## src/hdl/dss_pkg.sv

```systemverilog
// package for the dashed segment splitter: constants, types and state encodings
package dss_pkg;

  localparam int COORD_BITS_DEF = 8;
  localparam int COORD_BITS_MAX = 12;
  localparam int PHASE_BITS     = 7;
  localparam int PAT_BITS       = 6;
  localparam int MIN_PAT_LEN    = 4;
  localparam int MAX_RESULTS    = 48;
  localparam int CNT_BITS       = 6;
  localparam int FRAC_BITS      = 8;
  // radicand of the length root at the widest coordinates: (dx*dx + dy*dy) << 16
  localparam int DIV_NUM_BITS   = 2*COORD_BITS_MAX + 2 + 2*FRAC_BITS;
  localparam int DIV_DEN_BITS   = 24;

  localparam logic CFG_DASH_LENGTH = 1'b0;
  localparam logic CFG_GAP_LENGTH  = 1'b1;

  typedef enum logic [3:0] {
    ST_IDLE,
    ST_SQRT,
    ST_PHASE,
    ST_STEP,
    ST_DIV_A,
    ST_DIV_B,
    ST_EMIT,
    ST_ADV,
    ST_LAST
  } dss_state_t;

  // request into the shared divider
  typedef struct packed {
    logic                    start;
    logic [DIV_NUM_BITS-1:0] num;
    logic [DIV_DEN_BITS-1:0] den;
  } dss_div_req_t;

  typedef struct packed {
    logic        busy;
    logic        done;
    logic [31:0] quot;
  } dss_div_rsp_t;

endpackage

```

## src/hdl/dashed_segment_splitter.sv

```systemverilog
// dashed segment splitter top level: sequencer around one shared divide/root unit
// sequence: accept the segment and take the length root, fold the phase, then step through
// the gaps and the visible dashes (four divides for each dash that is emitted)
// throughput: one segment at a time; in_tready rises again once the last beat is in the output
// register; result stalls add to the time; reset (rst_n low, synchronous): lengths 4, phase 0
module dashed_segment_splitter
  import dss_pkg::*;
#(
  parameter int COORD_BITS = COORD_BITS_DEF
) (
  input  logic                         clk,
  input  logic                         rst_n,
  input  logic                         in_tvalid,
  output logic                         in_tready,
  // start_x, start_y, end_x, end_y
  input  logic [4*COORD_BITS-1:0]      in_tdata,
  // restart_pattern
  input  logic                         in_tuser,
  output logic                         out_tvalid,
  input  logic                         out_tready,
  // dash_x0, dash_y0, dash_x1, dash_y1
  output logic [4*COORD_BITS-1:0]      out_tdata,
  // last_dash
  output logic                         out_tlast,
  input  logic                         cfg_we,
  input  logic                         cfg_index,
  input  logic [PAT_BITS-1:0]          cfg_wdata
);

  localparam int CB  = COORD_BITS;
  localparam int LB  = CB + FRAC_BITS + 1;  // length in q.8 with headroom

  dss_state_t state_r, state_nxt;

  logic [PAT_BITS-1:0]   dash_len_r, gap_len_r;
  logic [PHASE_BITS-1:0] phase_r, phase_nxt;

  logic [CB-1:0] sx_r, sy_r, ex_r, ey_r;
  logic [CB-1:0] adx, ady;
  logic [LB-1:0] len_r, len_nxt;
  logic [LB-1:0] trav_r, trav_nxt, step_r, step_nxt;
  logic          on_r, on_nxt, emitted_any_r, emitted_any_nxt, pend_r, pend_nxt;
  logic [CNT_BITS-1:0] n_r, n_nxt;
  logic          ax_r, ax_nxt;        // 0: x axis divide, 1: y axis divide
  logic          endp_r, endp_nxt;    // 0: start point, 1: end point
  logic [CB-1:0] p_r [4];
  logic [CB-1:0] p_nxt [4];
  logic [CB-1:0] hold_r [4];
  logic [CB-1:0] hold_nxt [4];
  logic [CB-1:0] obuf_r [4];
  logic [CB-1:0] obuf_nxt [4];
  logic          hold_last_r, hold_last_nxt;
  logic          out_valid_r, out_valid_nxt;

  logic [PAT_BITS:0]   dash_e, gap_e, period;
  logic [PHASE_BITS:0] pos;
  logic [LB-1:0]       full_step;
  logic [2*CB+1:0]     d2;
  logic [CB-1:0]       s_sel, e_sel, mag;
  logic [LB-1:0]       pt_dist;
  logic [CB+LB-1:0]    prod;

  dss_div_req_t req;
  dss_div_rsp_t rsp;
  logic         sqrt_mode;

  dss_div u_div (.clk(clk), .rst_n(rst_n), .sqrt_mode(sqrt_mode), .req(req), .rsp(rsp));

  assign dash_e = (dash_len_r < PAT_BITS'(MIN_PAT_LEN)) ? (PAT_BITS+1)'(MIN_PAT_LEN)
                                                          : {1'b0, dash_len_r};
  assign gap_e  = (gap_len_r < PAT_BITS'(MIN_PAT_LEN)) ? (PAT_BITS+1)'(MIN_PAT_LEN)
                                                         : {1'b0, gap_len_r};
  assign period = dash_e + gap_e;
  // phase is at most 127 and period at least 8: pos needs no reduction here, since the
  // sequencer reduces the phase one subtract per cycle in ST_PHASE
  assign pos    = {1'b0, phase_r};

  assign adx = (ex_r >= sx_r) ? ex_r - sx_r : sx_r - ex_r;
  assign ady = (ey_r >= sy_r) ? ey_r - sy_r : sy_r - ey_r;
  assign d2  = (2*CB+2)'(adx * adx) + (2*CB+2)'(ady * ady);

  // pixels left in the current dash or gap, in q.8
  assign full_step = LB'({(on_r ? dash_e - pos[PAT_BITS:0] : period - pos[PAT_BITS:0]),
                          8'd0});

  // coordinate select for the divide in flight
  assign s_sel   = ax_r ? sy_r : sx_r;
  assign e_sel   = ax_r ? ey_r : ex_r;
  assign mag     = (e_sel >= s_sel) ? e_sel - s_sel : s_sel - e_sel;
  assign pt_dist = endp_r ? trav_r + step_r : trav_r;
  assign prod    = mag * pt_dist;

  assign in_tready = (state_r == ST_IDLE);

  always_comb begin
    state_nxt = state_r; phase_nxt = phase_r; len_nxt = len_r;
    trav_nxt = trav_r; step_nxt = step_r; on_nxt = on_r; n_nxt = n_r;
    ax_nxt = ax_r; endp_nxt = endp_r; pend_nxt = pend_r;
    emitted_any_nxt = emitted_any_r;
    p_nxt = p_r; hold_nxt = hold_r; obuf_nxt = obuf_r; hold_last_nxt = hold_last_r;
    out_valid_nxt = out_valid_r;
    req = '0; sqrt_mode = 1'b0;
    if (out_valid_r && out_tready) out_valid_nxt = 1'b0;
    case (state_r)
      ST_IDLE: begin
        if (in_tvalid) begin
          if (in_tuser) phase_nxt = '0;
          state_nxt = ST_SQRT;
          n_nxt = '0; trav_nxt = '0; emitted_any_nxt = 1'b0; pend_nxt = 1'b0;
        end
      end
      ST_SQRT: begin
        if (!rsp.busy && !rsp.done && !pend_r) begin
          req.start = 1'b1; sqrt_mode = 1'b1;
          req.num = DIV_NUM_BITS'({d2, 16'd0});
          pend_nxt = 1'b1;
        end else if (rsp.done) begin
          pend_nxt = 1'b0;
          len_nxt = LB'(rsp.quot);
          if (rsp.quot < 32'd256) state_nxt = ST_IDLE;
          else state_nxt = ST_PHASE;
        end
      end
      ST_PHASE: begin
        // reduce stored phase modulo the period, one subtract a cycle
        if ({1'b0, phase_r} >= PHASE_BITS'(period) + 8'd0)
          phase_nxt = PHASE_BITS'(phase_r - PHASE_BITS'(period));
        else
          state_nxt = ST_STEP;
      end
      ST_STEP: begin
        if (trav_r >= len_r) begin
          state_nxt = ST_LAST;
        end else begin
          on_nxt = pos < PHASE_BITS'(dash_e) + 8'd0;
          state_nxt = ST_DIV_A;
          ax_nxt = 1'b0; endp_nxt = 1'b0;
        end
      end
      ST_DIV_A: begin
        // on_r now valid: work out the clipped step once
        step_nxt = ((LB+1)'(trav_r) + (LB+1)'(full_step) > (LB+1)'(len_r)) ? len_r - trav_r
                                                                             : full_step;
        if (on_r && n_r < CNT_BITS'(MAX_RESULTS)) state_nxt = ST_DIV_B;
        else state_nxt = ST_ADV;
      end
      ST_DIV_B: begin
        // four divides per dash: x0, y0, x1, y1
        if (!rsp.busy && !rsp.done && !pend_r) begin
          req.start = 1'b1;
          req.num = DIV_NUM_BITS'(prod);
          req.den = DIV_DEN_BITS'(len_r);
          pend_nxt = 1'b1;
        end else if (rsp.done) begin
          pend_nxt = 1'b0;
          p_nxt[{endp_r, ax_r}] = (e_sel >= s_sel) ? CB'(s_sel + CB'(rsp.quot))
                                                    : CB'(s_sel - CB'(rsp.quot));
          ax_nxt = ~ax_r;
          if (ax_r) endp_nxt = ~endp_r;
          if (ax_r && endp_r) state_nxt = ST_EMIT;
        end
      end
      ST_EMIT: begin
        // one dash is held back so the last one can be flagged
        if (!out_valid_r || out_tready) begin
          if (emitted_any_r) begin
            out_valid_nxt = 1'b1;
            obuf_nxt = hold_r;
            hold_last_nxt = 1'b0;
          end
          hold_nxt = p_r;
          emitted_any_nxt = 1'b1;
          n_nxt = n_r + 1'b1;
          state_nxt = ST_ADV;
        end
      end
      ST_ADV: begin
        trav_nxt = trav_r + step_r;
        phase_nxt = PHASE_BITS'((pos + PHASE_BITS'(step_r >> FRAC_BITS)) >= period
                    ? pos + PHASE_BITS'(step_r >> FRAC_BITS) - period
                    : pos + PHASE_BITS'(step_r >> FRAC_BITS));
        state_nxt = ST_STEP;
      end
      ST_LAST: begin
        if (!emitted_any_r) state_nxt = ST_IDLE;
        else if (!out_valid_r || out_tready) begin
          out_valid_nxt = 1'b1;
          obuf_nxt = hold_r;
          hold_last_nxt = 1'b1;
          state_nxt = ST_IDLE;
        end
      end
      default: state_nxt = ST_IDLE;
    endcase
  end

  always_ff @(posedge clk) begin
    if (!rst_n) begin
      state_r <= ST_IDLE;
      phase_r <= '0;
      dash_len_r <= PAT_BITS'(MIN_PAT_LEN);
      gap_len_r  <= PAT_BITS'(MIN_PAT_LEN);
      out_valid_r <= 1'b0;
      pend_r <= 1'b0;
      emitted_any_r <= 1'b0;
      n_r <= '0;
    end else begin
      state_r <= state_nxt;
      phase_r <= phase_nxt;
      out_valid_r <= out_valid_nxt;
      pend_r <= pend_nxt;
      emitted_any_r <= emitted_any_nxt;
      n_r <= n_nxt;
      if (cfg_we) begin
        case (cfg_index)
          CFG_DASH_LENGTH: dash_len_r <= cfg_wdata;
          CFG_GAP_LENGTH:  gap_len_r  <= cfg_wdata;
          default: ;
        endcase
      end
    end
    if (state_r == ST_IDLE && in_tvalid) begin
      sx_r <= in_tdata[CB-1:0];
      sy_r <= in_tdata[2*CB-1:CB];
      ex_r <= in_tdata[3*CB-1:2*CB];
      ey_r <= in_tdata[4*CB-1:3*CB];
    end
    len_r <= len_nxt; trav_r <= trav_nxt; step_r <= step_nxt; on_r <= on_nxt;
    ax_r <= ax_nxt; endp_r <= endp_nxt; p_r <= p_nxt; hold_r <= hold_nxt;
    obuf_r <= obuf_nxt;
    hold_last_r <= hold_last_nxt;
  end

  assign out_tvalid = out_valid_r;
  assign out_tdata  = {obuf_r[3], obuf_r[2], obuf_r[1], obuf_r[0]};
  assign out_tlast  = hold_last_r;

  // no new segment while the sequencer is busy
  a_busy_no_accept: assert property (@(posedge clk) disable iff (!rst_n)
    (state_r != ST_IDLE) |-> !in_tready) else $error("accept while busy");
  // a stalled beat is not overwritten
  a_hold_stall: assert property (@(posedge clk) disable iff (!rst_n)
    (out_valid_r && !out_tready) |=> out_valid_r && $stable(out_tdata))
    else $error("result overwritten");
  // phase stays inside the pattern once a step starts
  a_phase_range: assert property (@(posedge clk) disable iff (!rst_n)
    (state_r == ST_STEP) |-> ({1'b0, phase_r} < period + 8'd0)) else $error("phase range");

endmodule

```

## src/hdl/dss_div.sv

```systemverilog
// shared restoring divider, one quotient bit per cycle, also used for square root
module dss_div
  import dss_pkg::*;
(
  input  logic         clk,
  input  logic         rst_n,
  input  logic         sqrt_mode,
  input  dss_div_req_t req,
  output dss_div_rsp_t rsp
);

  logic [31:0] q_r, q_nxt;
  logic [33:0] rem_r, rem_nxt;
  logic [DIV_NUM_BITS-1:0] n_r, n_nxt;
  logic [DIV_DEN_BITS-1:0] d_r, d_nxt;
  logic        sq_r, sq_nxt;
  logic [5:0]  cnt_r, cnt_nxt;
  logic        busy_r, busy_nxt, done_r, done_nxt;
  logic [33:0] trial;
  logic [33:0] sh;

  always_comb begin
    q_nxt = q_r; rem_nxt = rem_r; n_nxt = n_r; d_nxt = d_r; sq_nxt = sq_r;
    cnt_nxt = cnt_r; busy_nxt = busy_r; done_nxt = 1'b0;
    trial = '0; sh = '0;
    if (req.start) begin
      q_nxt = '0; rem_nxt = '0; n_nxt = req.num; d_nxt = req.den; sq_nxt = sqrt_mode;
      cnt_nxt = sqrt_mode ? 6'(DIV_NUM_BITS / 2) : 6'(DIV_NUM_BITS);
      busy_nxt = 1'b1;
    end else if (busy_r) begin
      if (sq_r) begin
        // two radicand bits per step
        sh = {rem_r[31:0], n_r[DIV_NUM_BITS-1:DIV_NUM_BITS-2]};
        trial = {q_r[31:0], 2'b01};
        n_nxt = {n_r[DIV_NUM_BITS-3:0], 2'b00};
      end else begin
        sh = {rem_r[32:0], n_r[DIV_NUM_BITS-1]};
        trial = 34'(d_r);
        n_nxt = {n_r[DIV_NUM_BITS-2:0], 1'b0};
      end
      if (sh >= trial) begin
        rem_nxt = sh - trial;
        q_nxt = {q_r[30:0], 1'b1};
      end else begin
        rem_nxt = sh;
        q_nxt = {q_r[30:0], 1'b0};
      end
      cnt_nxt = cnt_r - 6'd1;
      if (cnt_r == 6'd1) begin
        busy_nxt = 1'b0;
        done_nxt = 1'b1;
      end
    end
  end

  always_ff @(posedge clk) begin
    if (!rst_n) begin
      busy_r <= 1'b0;
      done_r <= 1'b0;
      cnt_r  <= '0;
    end else begin
      busy_r <= busy_nxt;
      done_r <= done_nxt;
      cnt_r  <= cnt_nxt;
    end
    q_r <= q_nxt; rem_r <= rem_nxt; n_r <= n_nxt; d_r <= d_nxt; sq_r <= sq_nxt;
  end

  assign rsp.busy = busy_r;
  assign rsp.done = done_r;
  assign rsp.quot = q_r;

endmodule
```

## config.mk

```make
export PLATFORM = sky130hd
export DESIGN_NAME = dashed_segment_splitter
export DESIGN_NICKNAME = d
export VERILOG_FILES = /design/src/hdl/dss_pkg.sv /design/src/hdl/dashed_segment_splitter.sv /design/src/hdl/dss_div.sv
export SDC_FILE = /design/constraint.sdc
export NUM_CORES = 1
export LEC_CHECK = 0
export ABC_AREA = 1
export BUFFER_PORTS_ARGS = -buffer_cell sky130_fd_sc_hd__clkbuf_2
export CORE_MARGIN = 2
export CORE_UTILIZATION = 35
export DETAILED_ROUTE_END_ITERATION = 8
export PLACE_DENSITY = 0.49
export SETUP_SLACK_MARGIN = 0.2
export SLEW_MARGIN = 10
export SYNTH_ARGS = -nofsm -noshare
export SYNTH_HDL_FRONTEND = slang
export SYNTH_SLANG_ARGS = --single-unit
```

## constraint.sdc

```tcl
create_clock -name clk -period 7.4 [get_ports clk]
set_clock_uncertainty 0.2 [all_clocks]
set_input_delay 0 -clock clk [delete_from_list [all_inputs] [get_ports clk]]
set_output_delay 0 -clock clk [all_outputs]
set_load 0.02 [all_outputs]
```

==> summary.txt, run 1 <==
Global route
  • Remaining global-route overflow: 0
  • Largest net degree at the start of global routing: 83
  • Initial antenna violation count: 1
  • First-pass GRT wire length: 141 mm
  • GRT Util Overall: 0.196
  • Vias in the first global route: 26200

Synth
  • Synthesized cell area: 31000 sq um
  • Main synth FF type: edfxtp_1
  • Yosys reg bits: 348
  • Avg Inst Size Synth: 7.70 sq um
  • Syn. warnings: 0
  • Register area share after synthesis: 0.303
  • Cell variety after synth: 56
  • Cells after Synth: 4031
  • Syn nets: 4544
  • Async S/R FF share, synth: 0
  • Post-synth EDFFs: 243

Worst setup path
  • WP data arrival: 6.99 ns
  • Reg2reg start: ex_r[0]
  • CP Launch Type: register
  • Setup crit start: ex_r[0]
  • Crit Path Category: register to register
  • Required @ worst endpoint: 7.53 ns
  • Most used cell, CP: inv_1
  • Worst setup EP type: register
  • CP max stage delay: 0.54 ns
  • Crit-path slowest cell: fa_1
  • Crit Path Max Fanout: 6

Routing
  • WL/cell: 16.1 microns
  • First-pass detailed-route iteration total: 5
  • Number of routed nets with antenna violations: 0
  • 1st-iter DRT viols: 1580
  • Detailed-route via count: 26400
  • DRC viols: 0
  • Routed WL: 89.2 mm
  • Drt via density: 4.76

CTS
  • Clock Latency Late Sink: 0.59 ns
  • Clock-pin slew on the worst setup and hold paths: 0.06 ns
  • CTS Buf Count: 43
  • Root buffer cell: clkbuf_16
  • TritonCTS Sinks: 348
  • CTS tree: yes
  • Maximum root-to-sink buffer count: 3
  • CTS H-tree lvls: 2

Floorplanning
  • Die Area: 91100 sq um
  • Starting Density: 0.352
  • Overall die width: 302 microns
  • Row count: 109
  • Core Region: 88100 sq um
  • IO Count: 80
  • Die Y: 302 microns

Final layout
  • Final-stage net count: 4845
  • Fillers: 9177
  • Antenna cells: 0
  • Layout Cells excl Fill: 5531
  • Seq. cell area: 9400 sq um
  • Multi-input logic area: 19100 sq um
  • Share of cells above drive strength 1: 0.120
  • Final instance area: 36900 sq um
  • Area Growth Syn to Fin: 18.8%

Status
  • Status: finished clean

Timing
  • Slew Limit Fails: 0
  • RSZ-0062 raised after global routing: yes
  • Max-slew headroom: 0.276
  • Final WS setup: 0.538 ns
  • Tcrit/Tclk final: 0.927
  • Max Fclk: 0.146 GHz
  • Final Critical Period: 6.86 ns
  • Worst slew pin tran: 1.08 ns
  • Final Setup Violations: 0
  • Sum Neg Setup Slack: 0 ns
  • Hold Fails Final Rpt: 0

Place
  • Pre-CTS WS: -0.212 ns
  • Routability cong.: 0.885
  • Post-placement cell area: 33700 sq um
  • Placed Cells: 5333
  • IO buf count: 79
  • Hpwl dp: 70.8 mm

Min path
  • Hold path start: cfg_wdata[0]
  • Worst Hold Class: primary input to register

Flow run
  • Max-Cap Viols: 0
-- cell type report --
type	instances	area share
sequential	348	0.255
inverter	710	0.0726
multi-input combinational	2880	0.519
tap	1165	0.0395
timing repair buffer	349	0.0735
clock buffer	57	0.0317
clock inverter	22	0.00865
-- cell usage in the layout, fill, tap and decap left out, drive strengths merged, types with 8 or more instances in the layout --
cell type    instances
o21bai              20
nor2               459
a21oi              260
xnor2               33
o21ai              220
edfxtp             243
dlygate4sd3         95
nor3                30
clkinv              13
nand4               36
a21o                12
fa                 183
inv                710
xor2                79
ha                 285
o21a                 9
o22ai               14
clkbuf             136
buf                175
or2                 28
dfxtp              105
nand3              203
nand3b              16
a31oi                8
nand2              934
-- cells in the mapped netlist, drive strengths merged, types with 3 or more instances --
library cell | instances | share of area
a32o | 4 | 0.0013
ha | 285 | 0.11
a21oi | 260 | 0.042
mux2i | 5 | 0.0016
o31ai | 5 | 0.0012
o21ai | 220 | 0.036
xor2 | 79 | 0.022
o21a | 9 | 0.0022
clkbuf | 61 | 0.0075
clkinv | 3 | 0.00036
a21o | 12 | 0.0029
o211ai | 5 | 0.0012
a31oi | 8 | 0.0016
a21boi | 5 | 0.0013
a211oi | 7 | 0.0017
buf | 34 | 0.0062
nor4 | 7 | 0.0014
nand3 | 201 | 0.034
nor3 | 30 | 0.0052
or2 | 28 | 0.0056
o21bai | 20 | 0.0048
fa | 183 | 0.12
o22ai | 14 | 0.0028
dfxtp | 105 | 0.068
nand3b | 16 | 0.0039
xnor2 | 33 | 0.0093
edfxtp | 243 | 0.24
nand4 | 36 | 0.0073
nor2 | 459 | 0.057
nand2 | 934 | 0.11
inv | 707 | 0.086
-- per-layer routing --
metal,track usage,part of all wire,routed length (microns),vias to the layer above
li1,-,-,-,13500
met1,0.265,0.47,41600,12200
met2,0.330,0.47,41600,511
met3,0.0237,0.042,3750,110
met4,0.0546,0.026,2310,0
met5,0,0,0,-
-- what timing repair did --
item	CTS	global route
setup buffers	2	20
hold buffers	95	0
gates resized for setup	21	142
endpoints found under the setup margin	10	21
endpoints found under the hold margin	63	0
pin swaps	1	31
gates cloned	0	2
-- state kept, by name (all words and copies together) (netlist names), 17 cells and up --
| register | cells |
|---|---|
| u_div.n_r | 42 |
| u_div.rem_r | 33 |
| hold_r | 32 |
| out_tdata | 32 |
| p_r | 32 |
| u_div.q_r | 32 |
| len_r | 17 |
| step_r | 17 |
| trav_r | 17 |
| u_div.d_r | 17 |
-- metrics by stage --
stage,hold slack (ns),utilization
3_5_place_dp,-0.0214,0.382
3_3_place_gp,-0.0225,0.382
4_1_cts,0.0148,0.411
5_1_grt,0.0635,0.419
6_report,0.0631,0.419
2_1_floorplan,-0.101,-
-- worst max-delay path, delay by kind of cell, from the launching register on --
family | cells | cell delay, ns
AO/OA/AOI/OAI | 2 | 0.43
flip-flops | 1 | 0.44
AND/OR/NAND/NOR | 11 | 1.12
buffers and inverters | 8 | 0.51
adder cells (fa/ha/maj) | 9 | 3.89
-- logic make-up (layout without fill, tap and decap cells) --
logic type,Yosys count,in the layout,synth area share
and+or+nand+nor,1715,1717,0.230
buffers and inverters,805,1138,0.0995
AOI/OAI and AO/OA,578,578,0.102
adders and majority gates,468,468,0.233
DFF,348,348,0.303
xor gates and xnor gates,112,112,0.0316
muxes,5,5,0.00161
-- worst paths after layout --
| path | slack [ns] | depth (start not counted) | end |
|---|---|---|---|
| setup reg to reg | 0.54 | 30 | u_div.n_r[32] |
| setup / recovery | 0.54 | 30 | u_div.n_r[32] |
| hold / removal | 0.06 | 4 | gap_len_r[0] |
| hold reg to reg | 0.21 | 0 | hold_r[21] |
Power of run 1 is left out: the tool's default activity adds up to more than one toggle a clock period on the data nets, which glitch-free logic cannot reach.
==> run 2: changes to the inputs <==
Settings changed: CELL_PAD_IN_SITES_DETAIL_PLACEMENT set to 1, CELL_PAD_IN_SITES_GLOBAL_PLACEMENT set to 1, PLACE_DENSITY 0.49 to 0.61.
==> summary.txt, run 2 (synthesized netlist as in run 1, its figures left out) <==
Floorplanning
  • Row count: 109 (unchanged)
  • Die Y: 302 microns (unchanged)
  • Starting Density: 0.352 (unchanged)
  • IO Count: 80 (unchanged)
  • Core Region: 88100 sq um (unchanged)
  • Die Area: 91100 sq um (unchanged)
  • Overall die width: 302 microns (unchanged)

Routing
  • DRC viols: 0 (unchanged)
  • Routed WL: 98.6 mm (+10%)
  • 1st-iter DRT viols: 1361 (-14%)
  • Detailed-route via count: 27200 (+3.3%)
  • Number of routed nets with antenna violations: 0 (unchanged)
  • Drt via density: 4.90 (+2.9%)
  • WL/cell: 17.8 microns (+10%)
  • First-pass detailed-route iteration total: 5 (unchanged)

Timing
  • Max Fclk: 0.144 GHz (-1.1%)
  • Final Critical Period: 6.94 ns (+0.0777 ns)
  • Final WS setup: 0.460 ns (-0.0777 ns)
  • Worst slew pin tran: 1.12 ns (+0.0367 ns)
  • RSZ-0062 raised after global routing: yes
  • Slew Limit Fails: 0 (unchanged)
  • Max-slew headroom: 0.246 (-0.0299)
  • Sum Neg Setup Slack: 0 ns (unchanged)
  • Final Setup Violations: 0 (unchanged)
  • Tcrit/Tclk final: 0.938 (+0.0105)
  • Hold Fails Final Rpt: 0 (unchanged)

Global route
  • Largest net degree at the start of global routing: 142 (+71%)
  • GR Util met3: 0.0243 (+0.000575)
  • Met2 Use GR: 0.375 (+0.0457)
  • Vias in the first global route: 28600 (+9.2%)
  • Remaining global-route overflow: 0 (unchanged)
  • Initial antenna violation count: 2 (+1)
  • GRT Util Overall: 0.217 (+0.0212)
  • Busiest grt layer: met2
  • First-pass GRT wire length: 156 mm (+11%)
  • GR Layer Usage met1: 0.290 (+0.0248)

Final layout
  • Max reg flops: 42 (unchanged)
  • Share of cells above drive strength 1: 0.132 (+0.0114)
  • Fillers: 10700 (+17%)
  • Top flop regs: u_div.n_r: 42 flops, u_div.rem_r: 33 flops
  • Area Growth Syn to Fin: 20.1%
  • Fin util: 0.423 (+0.00460)
  • Final-stage net count: 4862 (+0.35%)
  • Largest reg by FF count: u_div.n_r
  • Commonest non-fill, non-tap cell in the layout: nand2_1
  • Most frequent cells in the layout: nand2_1, inv_1, nor2_1
  • Antenna cells: 0 (unchanged)

Worst setup path
  • Reg2reg start: ex_r[0]
  • CP endpoint: u_div.n_r[25]
  • End of the worst register-to-register path: u_div.n_r[25]
  • CP max stage delay: 0.52 ns (-0.02 ns)
  • Required @ worst endpoint: 7.57 ns (+0.04 ns)
  • Reg2reg path depth: 30 (unchanged)
  • Crit-path slowest cell: fa_1
  • R2R setup slack: 0.46 ns (-0.08 ns)
  • Crit Path Category: register to register
  • Crit Path Max Fanout: 5 (-1)
  • WP data arrival: 7.11 ns (+0.12 ns)
  • CP Launch Type: register
  • Worst setup EP type: register
  • Setup crit start: ex_r[0]

CTS
  • Clock-pin slew on the worst setup and hold paths: 0.06 ns (about the same)
  • TritonCTS Sinks: 348 (unchanged)
  • CTS Buf Count: 44 (+2.3%)
  • CTS H-tree lvls: 2 (unchanged)
  • CTS tree: yes
  • Maximum root-to-sink buffer count: 3 (unchanged)
  • Clock Latency Late Sink: 0.60 ns (about the same)
  • Root buffer cell: clkbuf_16

Place
  • Hpwl dp: 78.2 mm (+10%)
  • Routability cong.: 0.882 (-0.35%)
  • IO buf count: 79 (unchanged)
  • Pre-CTS WS: 0.00798 ns (+0.220 ns)

Flow run
  • Max-Cap Viols: 0 (unchanged)

Status
  • Status: finished clean

Min path
  • Worst Hold Class: primary input to register
  • Hold path start: cfg_wdata[1]
-- run 2: changes by cell type in the layout (fill, tap and decap cells not counted), sizes merged --
cell	change
clkinv	+3
clkinvlp	+8
bufinv	-1
clkbuf	-8
buf	+16
-- run 2: routing by layer --
metal | vias to the layer above | share of wire
li1 | 13500 | -
met1 | 13200 | 0.47
met2 | 361 | 0.48
met3 | 125 | 0.031
met4 | 2 | 0.023
met5 | - | 0.00013
-- run 2: through the flow --
stage,cell area [sq um],instances,hold slack [ns]
finish,37300,5549,0.0351
global route,37300,5549,0.0757
CTS,36400,5515,0.0101
detailed placement,33800,5337,-0.0209
global placement,33800,5337,-0.0231
floorplan,31000,4031,-0.101
-- run 2: what timing repair did --
| action | 4_1_cts | 5_1_grt |
|---|---|---|
| setup endpoints to repair | 12 | 22 |
| hold endpoints to repair | 79 | 0 |
| setup buffers | 2 | 32 |
| pin swaps | 1 | 60 |
| cloned | 0 | 2 |
| hold buffers | 95 | 0 |
| gates resized for setup | 25 | 178 |
-- run 2: worst min path at each step --
stage                        end  slack, ns  cells after the start
floorplan                ex_r[0]      -0.10                      0
CTS                 gap_len_r[1]       0.01                      4
detailed placement       ey_r[2]      -0.02                      1
global placement         sy_r[6]      -0.02                      1
global route        gap_len_r[4]       0.08                      4
finish              gap_len_r[1]       0.04                      4
-- run 2: worst max-delay path, delay by kind of cell, from the launching register on --
family | cells | cell delay, ns
AO/OA/AOI/OAI | 3 | 0.72
XOR/XNOR | 1 | 0.12
adder cells (fa/ha/maj) | 9 | 3.74
buffers and inverters | 8 | 0.68
flip-flops | 1 | 0.40
AND/OR/NAND/NOR | 9 | 0.82
-- run 2: final cells by class --
type | count | area [sq um] | area share
Timing Repair Buffer | 365 | 2900 | 0.0778
Clock buffer | 49 | 1160 | 0.0311
Tap cell | 1165 | 1460 | 0.0391
Inverter | 710 | 2680 | 0.0718
Multi-Input combinational cell | 2880 | 19300 | 0.517
Clock inverter | 32 | 423 | 0.0113
Sequential cell | 348 | 9400 | 0.252
Power of run 2 is left out for the same reason.
